==> src/hw/rtl/dwc_pkg.sv <==
// Shared types, constants and index helpers for the deque-with-cursor block.
// No dependencies; every other file in hw/rtl except dwc_ram imports this package.
package dwc_pkg;

  // Store geometry and field widths
  localparam int unsigned DEPTH     = 64;
  localparam int unsigned ITEM_W    = 32;
  localparam int unsigned IDX_W     = $clog2(DEPTH);
  localparam int unsigned CNT_W     = $clog2(DEPTH + 1);
  localparam int unsigned KIND_W    = 4;
  localparam int unsigned RESULT_W  = 32;

  // Stream word widths, padded to whole bytes; kind and item_valid travel in tuser
  localparam int unsigned S_TDATA_RAW = ITEM_W;
  localparam int unsigned S_TDATA_W   = ((S_TDATA_RAW + 7) / 8) * 8;
  localparam int unsigned M_TDATA_RAW = RESULT_W + CNT_W + 1;
  localparam int unsigned M_TDATA_W   = ((M_TDATA_RAW + 7) / 8) * 8;

  typedef logic [IDX_W-1:0]    idx_t;
  typedef logic [CNT_W-1:0]    cnt_t;
  typedef logic [ITEM_W-1:0]   item_t;
  typedef logic [RESULT_W-1:0] result_t;

  // Operation codes carried in the kind field
  typedef enum logic [KIND_W-1:0] {
    OP_PUSH_BACK  = 4'd0,
    OP_POP_BACK   = 4'd1,
    OP_PUSH_FRONT = 4'd2,
    OP_POP_FRONT  = 4'd3,
    OP_START      = 4'd4,
    OP_NEXT       = 4'd5,
    OP_END        = 4'd6,
    OP_CURRENT    = 4'd7,
    OP_FIRST      = 4'd8,
    OP_LAST       = 4'd9
  } op_e;

  // Commands from the controller to the datapath
  typedef struct packed {
    logic accept;  // take the input word, update state, start slot access
    logic load;    // move the finished result into the output register
  } dwc_cmd_t;

  // Ring index plus an offset below DEPTH, wrapped with one compare-subtract
  function automatic idx_t ring_add(idx_t a, cnt_t b);
    logic [CNT_W:0] sum;
    sum = {{(CNT_W + 1 - IDX_W){1'b0}}, a} + {1'b0, b};
    if (sum >= (CNT_W + 1)'(DEPTH)) begin
      sum = sum - (CNT_W + 1)'(DEPTH);
    end
    return sum[IDX_W-1:0];
  endfunction

  // Step a ring index back by one
  function automatic idx_t ring_dec(idx_t a);
    idx_t r;
    if (a == '0) begin
      r = IDX_W'(DEPTH - 1);
    end else begin
      r = a - 1'b1;
    end
    return r;
  endfunction

endpackage

==> src/hw/rtl/deque_with_cursor_unit.sv <==
// Channel | Dir | Signals                         | Word contents (low bit first)
// s_axis  | in  | tvalid, tready, tuser[3:0],     | tuser: kind[3:0]
//         |     | tdata[31:0]                     | tdata: item[31:0]
// m_axis  | out | tvalid, tready, tuser,          | tuser: item_valid
//         |     | tdata[39:0]                     | tdata: result_item[31:0],
//         |     |                                 | entry_count[38:32], push_dropped[39]
//
// Each operation has an accept step and a read step: the accept cycle updates head,
// count and cursor and issues the slot write or read; the read step takes the
// registered slot RAM read into the output register. A new word is accepted while
// a finished result still waits on m_axis; it then holds in the read stage until
// the output register frees. Reset clears head, count and cursor at once; the
// slot store is not cleared, since only written slots are ever read.
//
// Top level of the deque-with-cursor block; depends on dwc_pkg, dwc_ctrl, dwc_dp.
module deque_with_cursor_unit (
  input  logic                           clk_i,
  input  logic                           rst_ni,
  input  logic                           s_axis_tvalid,
  output logic                           s_axis_tready,
  // kind[3:0]
  input  logic [dwc_pkg::KIND_W-1:0]     s_axis_tuser,
  // item[31:0]
  input  logic [dwc_pkg::S_TDATA_W-1:0]  s_axis_tdata,
  output logic                           m_axis_tvalid,
  input  logic                           m_axis_tready,
  // item_valid
  output logic                           m_axis_tuser,
  // result_item[31:0], entry_count[38:32], push_dropped[39]
  output logic [dwc_pkg::M_TDATA_W-1:0]  m_axis_tdata
);
  import dwc_pkg::*;

  dwc_cmd_t cmd;
  result_t  result_item;
  logic     item_valid;
  cnt_t     entry_count;
  logic     push_dropped;

  dwc_ctrl u_ctrl (
    .clk_i       (clk_i),
    .rst_ni      (rst_ni),
    .in_valid_i  (s_axis_tvalid),
    .in_ready_o  (s_axis_tready),
    .out_valid_o (m_axis_tvalid),
    .out_ready_i (m_axis_tready),
    .cmd_o       (cmd)
  );

  dwc_dp u_dp (
    .clk_i          (clk_i),
    .rst_ni         (rst_ni),
    .cmd_i          (cmd),
    .kind_i         (s_axis_tuser),
    .item_i         (s_axis_tdata[ITEM_W-1:0]),
    .result_item_o  (result_item),
    .item_valid_o   (item_valid),
    .entry_count_o  (entry_count),
    .push_dropped_o (push_dropped)
  );

  // Pack the result word and its side flag
  assign m_axis_tdata = {push_dropped, entry_count, result_item};
  assign m_axis_tuser = item_valid;

  // One word in flight: no accept in the cycle right after an accept
  a_one_in_flight: assert property (@(posedge clk_i) disable iff (!rst_ni)
    (s_axis_tvalid && s_axis_tready) |=> !s_axis_tready)
    else $error("input accepted while previous word still in the read stage");

  // Count never exceeds the store depth
  a_count_bound: assert property (@(posedge clk_i) disable iff (!rst_ni)
    m_axis_tvalid |-> (entry_count <= CNT_W'(DEPTH)))
    else $error("entry count above depth");

  // A null result carries a zero item
  a_null_zero: assert property (@(posedge clk_i) disable iff (!rst_ni)
    (m_axis_tvalid && !item_valid) |-> (result_item == '0))
    else $error("null result with nonzero item");

  // A dropped push only happens on a full store
  a_drop_full: assert property (@(posedge clk_i) disable iff (!rst_ni)
    (m_axis_tvalid && push_dropped) |-> (entry_count == CNT_W'(DEPTH) && !item_valid))
    else $error("push dropped while store not full");

endmodule

==> src/hw/rtl/dwc_ram.sv <==
// Generic single-write, single-read RAM with a registered read port.
// No dependencies; depth and width come from its parameters.
module dwc_ram #(
  parameter int unsigned WIDTH = 32,
  parameter int unsigned DEPTH = 64
) (
  input  logic                     clk_i,
  input  logic                     we_i,
  input  logic [$clog2(DEPTH)-1:0] waddr_i,
  input  logic [WIDTH-1:0]         wdata_i,
  input  logic                     re_i,
  input  logic [$clog2(DEPTH)-1:0] raddr_i,
  output logic [WIDTH-1:0]         rdata_o
);

  logic [WIDTH-1:0] mem_q [DEPTH];
  logic [WIDTH-1:0] rdata_q;

  // Write port
  always_ff @(posedge clk_i) begin
    if (we_i) begin
      mem_q[waddr_i] <= wdata_i;
    end
  end

  // Registered read; data holds while no read is issued
  always_ff @(posedge clk_i) begin
    if (re_i) begin
      rdata_q <= mem_q[raddr_i];
    end
  end

  assign rdata_o = rdata_q;

endmodule

==> src/hw/rtl/dwc_ctrl.sv <==
// Controller for the deque-with-cursor block: input/output handshake sequencing.
// Depends on dwc_pkg for the command struct.
module dwc_ctrl (
  input  logic              clk_i,
  input  logic              rst_ni,
  input  logic              in_valid_i,
  output logic              in_ready_o,
  output logic              out_valid_o,
  input  logic              out_ready_i,
  output dwc_pkg::dwc_cmd_t cmd_o
);
  import dwc_pkg::*;

  typedef enum logic [1:0] {
    S_IDLE = 2'b01,
    S_READ = 2'b10
  } state_e;

  state_e state_q, state_d;
  logic   out_vld_q, out_vld_d;
  logic   out_free;

  assign out_free   = !out_vld_q || out_ready_i;
  assign in_ready_o = (state_q == S_IDLE);

  // Sequence: accept a word, then wait for the slot read and a free output register
  always_comb begin
    state_d      = state_q;
    cmd_o.accept = 1'b0;
    cmd_o.load   = 1'b0;
    case (state_q)
      S_IDLE: begin
        if (in_valid_i) begin
          cmd_o.accept = 1'b1;
          state_d      = S_READ;
        end
      end
      S_READ: begin
        if (out_free) begin
          cmd_o.load = 1'b1;
          state_d    = S_IDLE;
        end
      end
      default: begin
        state_d = S_IDLE;
      end
    endcase
  end

  // Output register occupancy
  always_comb begin
    out_vld_d = out_vld_q;
    if (cmd_o.load) begin
      out_vld_d = 1'b1;
    end else if (out_ready_i) begin
      out_vld_d = 1'b0;
    end
  end

  always_ff @(posedge clk_i or negedge rst_ni) begin
    if (!rst_ni) begin
      state_q   <= S_IDLE;
      out_vld_q <= 1'b0;
    end else begin
      state_q   <= state_d;
      out_vld_q <= out_vld_d;
    end
  end

  assign out_valid_o = out_vld_q;

endmodule

==> src/hw/rtl/dwc_dp.sv <==
// Datapath for the deque-with-cursor block: head, count, cursor, slot store, result.
// Depends on dwc_pkg and instantiates dwc_ram for the slot store.
module dwc_dp (
  input  logic              clk_i,
  input  logic              rst_ni,
  input  dwc_pkg::dwc_cmd_t cmd_i,
  input  logic [3:0]        kind_i,
  input  dwc_pkg::item_t    item_i,
  output dwc_pkg::result_t  result_item_o,
  output logic              item_valid_o,
  output dwc_pkg::cnt_t     entry_count_o,
  output logic              push_dropped_o
);
  import dwc_pkg::*;

  op_e     op;
  idx_t    head_q, head_d;
  cnt_t    count_q, count_d;
  idx_t    cur_q, cur_d;
  logic    cur_vld_q, cur_vld_d;
  idx_t    last_slot;
  logic    empty, full;
  logic    hit, wr_ok, dropped;
  idx_t    rd_addr, wr_addr;
  item_t   rdata;

  // Captured at accept, used when the slot read returns
  logic    hit_q;
  cnt_t    cnt_pend_q;
  logic    drop_pend_q;

  // Output register
  result_t res_q;
  logic    vld_q;
  cnt_t    cnt_q;
  logic    drop_q;

  assign op        = op_e'(kind_i);
  assign empty     = (count_q == '0);
  assign full      = (count_q == CNT_W'(DEPTH));
  assign last_slot = ring_add(head_q, count_q - 1'b1);

  // Decode the operation into next state and at most one slot access
  always_comb begin
    head_d    = head_q;
    count_d   = count_q;
    cur_d     = cur_q;
    cur_vld_d = cur_vld_q;
    hit       = 1'b0;
    wr_ok     = 1'b0;
    dropped   = 1'b0;
    rd_addr   = head_q;
    wr_addr   = head_q;
    case (op)
      OP_PUSH_BACK: begin
        if (full) begin
          dropped = 1'b1;
        end else begin
          wr_ok   = 1'b1;
          wr_addr = ring_add(head_q, count_q);
          count_d = count_q + 1'b1;
        end
      end
      OP_PUSH_FRONT: begin
        if (full) begin
          dropped = 1'b1;
        end else begin
          wr_ok   = 1'b1;
          head_d  = ring_dec(head_q);
          wr_addr = ring_dec(head_q);
          count_d = count_q + 1'b1;
        end
      end
      OP_POP_BACK: begin
        if (empty) begin
          cur_vld_d = 1'b0;
        end else begin
          if (cur_vld_q && cur_q == last_slot) begin
            cur_vld_d = 1'b0;
          end
          hit     = 1'b1;
          rd_addr = last_slot;
          count_d = count_q - 1'b1;
        end
      end
      OP_POP_FRONT: begin
        if (empty) begin
          cur_vld_d = 1'b0;
        end else begin
          if (cur_vld_q && cur_q == head_q) begin
            cur_vld_d = 1'b0;
          end
          hit     = 1'b1;
          rd_addr = head_q;
          head_d  = ring_add(head_q, CNT_W'(1));
          count_d = count_q - 1'b1;
        end
      end
      OP_START: begin
        cur_vld_d = !empty;
        cur_d     = empty ? '0 : head_q;
      end
      OP_NEXT: begin
        if (empty) begin
          cur_vld_d = 1'b0;
          cur_d     = '0;
        end else if (!cur_vld_q) begin
          cur_vld_d = 1'b1;
          cur_d     = head_q;
        end else if (cur_q == last_slot) begin
          cur_vld_d = 1'b0;
          cur_d     = '0;
        end else begin
          cur_d = ring_add(cur_q, CNT_W'(1));
        end
      end
      OP_END: begin
        cur_vld_d = !empty;
        cur_d     = empty ? '0 : last_slot;
      end
      OP_FIRST: begin
        if (!empty) begin
          hit     = 1'b1;
          rd_addr = head_q;
        end
      end
      OP_LAST: begin
        if (!empty) begin
          hit     = 1'b1;
          rd_addr = last_slot;
        end
      end
      default: begin
      end
    endcase
    // Cursor operations report the item under the updated cursor
    if (op inside {OP_START, OP_NEXT, OP_END, OP_CURRENT}) begin
      if (cur_vld_d) begin
        hit     = 1'b1;
        rd_addr = cur_d;
      end
    end
  end

  // Ring state
  always_ff @(posedge clk_i or negedge rst_ni) begin
    if (!rst_ni) begin
      head_q    <= '0;
      count_q   <= '0;
      cur_q     <= '0;
      cur_vld_q <= 1'b0;
    end else if (cmd_i.accept) begin
      head_q    <= head_d;
      count_q   <= count_d;
      cur_q     <= cur_d;
      cur_vld_q <= cur_vld_d;
    end
  end

  // Hold the result fields that do not come from the store
  always_ff @(posedge clk_i) begin
    if (cmd_i.accept) begin
      hit_q       <= hit;
      cnt_pend_q  <= count_d;
      drop_pend_q <= dropped;
    end
  end

  dwc_ram #(
    .WIDTH (ITEM_W),
    .DEPTH (DEPTH)
  ) u_slots (
    .clk_i   (clk_i),
    .we_i    (cmd_i.accept && wr_ok),
    .waddr_i (wr_addr),
    .wdata_i (item_i),
    .re_i    (cmd_i.accept && hit),
    .raddr_i (rd_addr),
    .rdata_o (rdata)
  );

  // Output register: zero the item when nothing was read
  always_ff @(posedge clk_i) begin
    if (cmd_i.load) begin
      res_q  <= hit_q ? RESULT_W'(rdata) : '0;
      vld_q  <= hit_q;
      cnt_q  <= cnt_pend_q;
      drop_q <= drop_pend_q;
    end
  end

  assign result_item_o  = res_q;
  assign item_valid_o   = vld_q;
  assign entry_count_o  = cnt_q;
  assign push_dropped_o = drop_q;

endmodule

==> config.mk <==
export PLATFORM = sky130hd
export DESIGN_NAME = deque_with_cursor_unit
export DESIGN_NICKNAME = d
export VERILOG_FILES = /design/src/hw/rtl/dwc_pkg.sv /design/src/hw/rtl/deque_with_cursor_unit.sv /design/src/hw/rtl/dwc_ram.sv /design/src/hw/rtl/dwc_ctrl.sv /design/src/hw/rtl/dwc_dp.sv
export SDC_FILE = /design/constraint.sdc
export NUM_CORES = 2
export LEC_CHECK = 0
export BUFFER_PORTS_ARGS = -buffer_cell sky130_fd_sc_hd__buf_2
export CAP_MARGIN = 20
export CORE_MARGIN = 2
export CORE_UTILIZATION = 42
export CTS_BUF_LIST = sky130_fd_sc_hd__clkbuf_8
export DETAILED_ROUTE_END_ITERATION = 7
export SLEW_MARGIN = 5
export SYNTH_ARGS = -nofsm -noshare
export SYNTH_HDL_FRONTEND = slang
export SYNTH_SLANG_ARGS = --single-unit
==> constraint.sdc <==
create_clock -name clk_i -period 5.2 [get_ports clk_i]
set_input_delay 1.04 -clock clk_i [delete_from_list [all_inputs] [get_ports clk_i]]
set_output_delay 1.04 -clock clk_i [all_outputs]
set_load 0.01 [all_outputs]
# Word level (Yosys, flattened, before mapping)

Memories as Yosys holds them, arrays and structs flattened. A register that Yosys moved wholly into a read port is not among the register bits.
Index checks and enable logic that the tools add are counted.
Widths: inputs -> output; s select.

Multiplexer cells: 49
Eq/ne operators: 17
$lt $le $gt $ge: 4
Add/subtract/negate cells: 11
Reduce and logical (&&, ||, !) cells: 20

Operator list:

| cell                | count |
|---|---|
| $mux 6              | 17 |
| $sub 6x1->6 const B | 5 |
| $pmux 6 s2          | 2 |
| $mux 1              | 22 |
| $pmux 6 s3          | 1 |
| $add 6x7->8         | 2 |
| $eq 4x3->1 const B  | 4 |
| $ge 8x7->1 const B  | 2 |
| $add 6x1->7 const B | 2 |
| $ge 7x7->1 const B  | 2 |
| $mux 7              | 2 |
| $pmux 7 s2          | 1 |
| $eq 6x6->1          | 2 |
| $eq 4x2->1 const B  | 2 |
| $eq 4x4->1 const B  | 2 |
| $reduce_or 2->1     | 4 |
| $add 7x1->7 const B | 1 |
| $eq 7x7->1 const B  | 1 |
| $logic_not 7->1     | 1 |
| $sub 7x1->7 const B | 1 |
| $logic_not 6->1     | 1 |
| $eq 4x1->1 const B  | 1 |
| $logic_and 1x1->1   | 4 |
| $logic_not 4->1     | 1 |
| other kinds (14)    | 18 |

RAM bits: 2048
Word-level logic and storage cells: 115
Memories kept: 1
Output and inout bits: 43
Register bits after elaboration: 73

Memory list:

| memory             | depth | width | rd ports | clocked after memory_dff | write ports | line          | text |
|---|---|---|---|---|---|---|---|
| u_dp.u_slots.mem_q | 64    | 32    | 1        | 1                        | 1           | dwc_ram.sv:16 | `logic [WIDTH-1:0] mem_q [DEPTH];` |

# Logic depth before layout (Yosys ltp)

Depth after elaboration: 12
Mapped depth: 22
Depth with buffers taken out: 17

# Modules after synthesis

From an unflattened synthesis, not the netlist that was laid out.

Cell total of the unflattened synthesis: 3788
Area, all modules: 83617.7 µm²

By module, submodules not included:

| module                 | instances | area an instance (µm²) | cells each | seq. area each (µm²) |
|---|---|---|---|---|
| dwc_ram                | 1         | 78835.6                | 3324       | 62459.9 |
| dwc_dp                 | 1         | 4636.9                 | 451        | 2001.9 |
| dwc_ctrl               | 1         | 137.6                  | 12         | 76.3 |
| deque_with_cursor_unit | 1         | 7.5                    | 1          | 0.0 |

# Worst setup path before layout

Ideal clock, no wire load.

Kind: register to register
Start point: register u_dp.count_q[3]
End point: register u_dp.u_slots.rdata_q[22] (netlist: u_dp.u_slots.rdata_o[22]) (read register of u_dp.u_slots.mem_q), data pin
Library setup time: 0.261 ns
Path buffers: 4
Cell stages (with the launch flop): 19
Period minus slack after synthesis: 4.830 ns
Slack: 0.370 ns
Data arrival time: 4.569 ns
Path through: dfrtp_1 > buf_2 > or4_1 > nand2_1 > ha_1 > and2_1 > a221oi_1 > nand2_1 > xnor3_2 > a41o_1 > buf_2 > o311ai_4 > buf_2 > buf_2 > mux2i_1 > o22ai_1 > o41ai_1 > a21oi_1 > o32a_1

Cells in the longest elaborated chain, start to end: 12
Elaborated cells between the ends (all ways): 31
Classes of those cells: 3 x add/sub; 1 x order compare; 1 x eq/ne; 22 x mux; 4 x reduce/logical

Ends and longest elaborated chain:

| what                                        | line                         | text |
|---|---|---|
| start: declaration                          | dwc_dp.sv:18                 | `cnt_t count_q, count_d;` |
| start signal: assignment                    | dwc_dp.sv:154                | `count_q <= count_d;` |
| $sub 7x1->7                                 | dwc_dp.sv:41                 | `assign last_slot = ring_add(head_q, count_q - 1'b1);` |
| $add 6x7->8                                 | dwc_pkg.sv:47                | `sum = {{(CNT_W + 1 - IDX_W){1'b0}}, a} + {1'b0, b};` |
| $ge 8x7->1 or $sub 6x1->6 (tied branches)   | dwc_pkg.sv:48, dwc_pkg.sv:49 |  |
| $mux 6                                      | dwc_pkg.sv:48                | `if (sum >= (CNT_W + 1)'(DEPTH)) begin` |
| $eq 6x6->1                                  | dwc_dp.sv:78, dwc_dp.sv:110  |  |
| $mux 1 or $logic_and 1x1->1 (tied branches) | dwc_dp.sv:110, dwc_dp.sv:78  |  |
| $mux 1 (on tied branches)                   | dwc_dp.sv:107, dwc_dp.sv:78  |  |
| $mux 1 (on tied branches)                   | dwc_dp.sv:104, dwc_dp.sv:75  |  |
| $pmux 1 s4                                  | dwc_dp.sv:54                 | `case (op)` |
| $mux 1                                      | dwc_dp.sv:138                | `if (cur_vld_d) begin` |
| $mux 1                                      | dwc_dp.sv:137                | `if (op inside {OP_START, OP_NEXT, OP_END, OP_CURRENT}) begin` |
| $logic_and 1x1->1                           | dwc_dp.sv:177                | `.re_i (cmd_i.accept && hit),` |
| end: declaration                            | dwc_ram.sv:17                | `logic [WIDTH-1:0] rdata_q;` |

Parallel ways exist; a longest one is shown, timed or not.
A chain may end at the register's enable or synchronous reset.

# Worst setup path after layout

Start point: register u_dp.count_q[0]
End point: register u_dp.u_slots.rdata_q[8] (netlist: u_dp.u_slots.rdata_o[8]) (read register of u_dp.u_slots.mem_q), data pin

Same word-level chain as after synthesis.

==> results.json <==
{
  "hp-class": "in2reg",
  "initial_utilization_pct": 42.1,
  "synth_fa_ha_area_share_pct": 0.294,
  "route.detailed.drc": 0,
  "power.switching_mw": 22.1,
  "cp-start-kind": "flip-flop",
  "yosys.area.top_type": "edfxtp_1",
  "tns_ns": 0,
  "clock_skew_ns": 0.0858,
  "cts_max_path_buffers": 4,
  "setup_viol": 0,
  "grt_usage_pct": 27.1,
  "worst_setup_path_end_kind": "flip-flop",
  "peakVddDrop_uv": 374,
  "swShare_pct": 37.9,
  "crit_start": "u_dp.count_q[0]$_DFFE_PN0P_",
  "clk_pin_slew_ns": 0.06,
  "dp_hpwl_um": 174000,
  "gp_congestion": 0.916,
  "fin_util_pct": 51.0,
  "yosysMostFrequentCell": "edfxtp_1",
  "final_layout_size_suffix_gt1_share_pct": 22.7,
  "combPwrFrac_pct": 43.0,
  "core_sq_um": 204000,
  "avgSynthCellArea_sq_um": 14.8,
  "synthSimpleGateAreaFrac_pct": 8.83,
  "crit-reg2reg-launch": "u_dp.count_q[0]$_DFFE_PN0P_",
  "max_stage_delay_ns": 0.56,
  "synth_cell_type_count": 82,
  "r2r_cells": 22,
  "reg2reg_setup_slack_ns": 0.11,
  "min_period_over_period_pct": 97.9,
  "cap_viol_max_count": 0,
  "path_class": "reg2reg",
  "final_hold_viol_count": 0,
  "clock_latency_ns": 1.06,
  "r2r-end": "u_dp.u_slots.rdata_o[8]$_DFFE_PP_",
  "grt_antenna_before_repair": 21,
  "power_density_nw_per_um2": 561,
  "vias_per_cell": 5.98,
  "synth_area_sq_um": 85900,
  "overflow": 0,
  "synthCells": 5810,
  "nets": 6748,
  "grt_max_degree": 65,
  "syn-num-nets": 5869,
  "ant_nets": 0,
  "netlist_top_cells_area": "edfxtp_1, nand2_1, mux2i_1",
  "arrival_ns": 5.85,
  "first_global_vias": 55154,
  "maxSlewViolCount": 0,
  "synth_flop_cell": "edfxtp_1",
  "place_area_sq_um": 96200,
  "worst_pin_slew_ns": 1.07,
  "async_flop_share_pct": 1.07,
  "drtPass1Iterations": 5,
  "yosysTopAreaCellShare_pct": 74.4,
  "drt_iter0_markers": 8189,
  "p_int_mw": 36.2,
  "synth_compound_area_share_pct": 8.29,
  "relSlewSlack_pct": 28.2,
  "whs_ns": 0.265,
  "power_mw": 58.3,
  "clockRootBuffer": "clkbuf_8",
  "ioPinCount": 83,
  "p_leak_nw": 36.0,
  "die_h_um": 456,
  "synthMuxAreaShare_pct": 5.02,
  "clock-sinks": 2153,
  "fmax_ghz": 0.196,
  "seq_area_frac_synth_pct": 75.1,
  "cp-endpoint": "u_dp.u_slots.rdata_o[8]$_DFFE_PP_",
  "synth_top_family_by_area": "simple AND/OR/NAND/NOR gates",
  "yosysWarnings": 0,
  "drt-total-wl_um": 289000,
  "die-area_sq_um": 208000,
  "cts_htree_levels": 5,
  "routedWlPerCell_um": 30.0,
  "num-fill-cells": 16974,
  "cts-buffers-inserted": 360,
  "io_buffers": 82,
  "crit_path_max_fanout": 9,
  "grt_pass1_wl_um": 406000,
  "vias": 57574,
  "yosys-top-cells-count": "edfxtp_1, nand2_1, a21oi_1, mux2i_1, clkbuf_1",
  "row_count": 166,
  "synth_seq_cells": 2153,
  "crit_required_ns": 5.96,
  "path_cells": "buf_6 > buf_4 > o31ai_4 > nand2_4 > ha_4 > and2_4 > a221oi_4 > buf_4 > a211oi_1 > o21ai_1 > xnor2_1 > or4_1 > a41oi_4 > buf_12 > nand2_2 > buf_6 > buf_12 > o41ai_1 > buf_4 > o32a_1 > buf_12 > a31oi_4",
  "min_period_ns": 5.09,
  "synth_xor_area_share_pct": 0.357,
  "final_area_sq_um": 104000,
  "synth_edf_count": 2130,
  "slowest_stage": "or4_1",
  "cts_tree": "done",
  "syn_to_final_growth_pct": 21.0,
  "die_w_um": 456,
  "status": "completed",
  "grt_setup_unrepaired": "true",
  "clkPwrFrac_pct": 23.1,
  "seqPwrFrac_pct": 33.9
}
==> per-stage QoR <==
stage,instances,worst slack (ns)
after global routing,9625,-0.0596
after floorplan,5810,0.370
after global placement,8963,-1.03
after CTS,9596,0.000560
after detailed placement,8964,-1.01
final,9635,0.108
==> worst min path at each step <==
stage	from	to	cells past startpoint
finish	s_axis_tdata[23]	u_dp.u_slots.mem_q[7][23]$_DFFE_PP_	1
global route	s_axis_tdata[23]	u_dp.u_slots.mem_q[7][23]$_DFFE_PP_	1
CTS	s_axis_tdata[23]	u_dp.u_slots.mem_q[7][23]$_DFFE_PP_	1
detailed placement	u_dp.drop_pend_q$_SDFFCE_PP0P_	u_dp.push_dropped_o$_DFFE_PP_	0
global placement	u_dp.cnt_pend_q[2]$_DFFE_PP_	u_dp.entry_count_o[2]$_DFFE_PP_	0
floorplan	u_dp.cnt_pend_q[0]$_DFFE_PP_	u_dp.entry_count_o[0]$_DFFE_PP_	0
==> placed cells by master (no fill, tap or decap), types with 63 or more instances in the layout <==
master    Yosys  routed
a211oi_1    130     130
nor4_1      102      79
o21ai_0      66      64
clkinv_1      0      88
buf_12        0     143
a311oi_1    103     102
nor2_4        0      68
nor2_1      142      72
o22ai_1     121     117
inv_1        14     118
edfxtp_1   2130    2130
and3_1      136     136
mux2i_1     363     355
nand2_1    1090    1084
nor3_1       74      63
buf_2       161      81
a21oi_1     396     379
clkbuf_8      0     362
nand3_1      82      79
buf_4        27     647
==> kinds of logic after synthesis <==
group	after synthesis
flip-flops	2153
AO/OA/AOI/OAI	1075
buffers and inverters	402
XOR/XNOR	30
multiplexers	401
AND/OR/NAND/NOR	1730
adder cells (fa/ha/maj)	19
==> registers in the layout, indices dropped and copies added, names as in the netlist <==
signal	flops
u_dp.count_q	7
u_dp.hit_q	1
u_dp.head_q	6
u_ctrl.state_q	2
u_dp.u_slots.rdata_o	32
u_ctrl.out_valid_o	1
u_dp.drop_pend_q	1
u_dp.cur_vld_q	1
u_dp.cnt_pend_q	7
u_dp.entry_count_o	7
u_dp.cur_q	6
u_dp.result_item_o	32
u_dp.item_valid_o	1
u_dp.u_slots.mem_q	2048
u_dp.push_dropped_o	1
==> layout make-up <==
class	count	area (sq um)	area share (%)
Tap cell	2688	3360	3.24
Clock buffer	362	4980	4.79
Sequential cell	2153	64500	62.1
Multi-Input combinational cell	3255	21000	20.2
Clock inverter	247	1180	1.14
Antenna cell	11	27.5	0.0265
Inverter	14	52.6	0.0506
Timing Repair Buffer	905	8790	8.46
==> worst max-delay path: cells and delay by family, from the launching register on <==
kind | cells | cell delay, ns
xor gates and xnor gates | 1 | 0.14
adders and majority gates | 1 | 0.27
AOI/OAI and AO/OA | 8 | 1.73
buffers and inverters | 8 | 1.30
and+or+nand+nor | 4 | 0.90
DFF | 1 | 0.43
==> per-layer routing <==
metal | share of wire (%) | GRT usage (%)
met2 | 45 | 41.4
met1 | 40 | 37.6
met3 | 11 | 6.22
met5 | 0.023 | 0
met4 | 4.0 | 10.9
==> power groups by stage <==
stage               sequential [mW]  clock [mW]  combinational, mW
floorplan                      19.9           0               10.1
global placement               20.1           0               22.9
detailed placement             20.1           0               23.0
CTS                            19.7        13.6               23.8
global route                   19.7        14.3               25.9
finish                         19.7        13.5               25.1
==> repair_timing <==
| item | 4_1_cts | 5_1_grt |
|---|---|---|
| hold buffers | 1 | 0 |
| setup buffers | 18 | 24 |
| endpoints found under the hold margin | 22 | 0 |
| cloned | 4 | 3 |
| setup endpoints to repair | 32 | 32 |
| gates resized for setup | 72 | 109 |
| pin swaps | 8 | 36 |
Power figures use the tool's default switching activity.
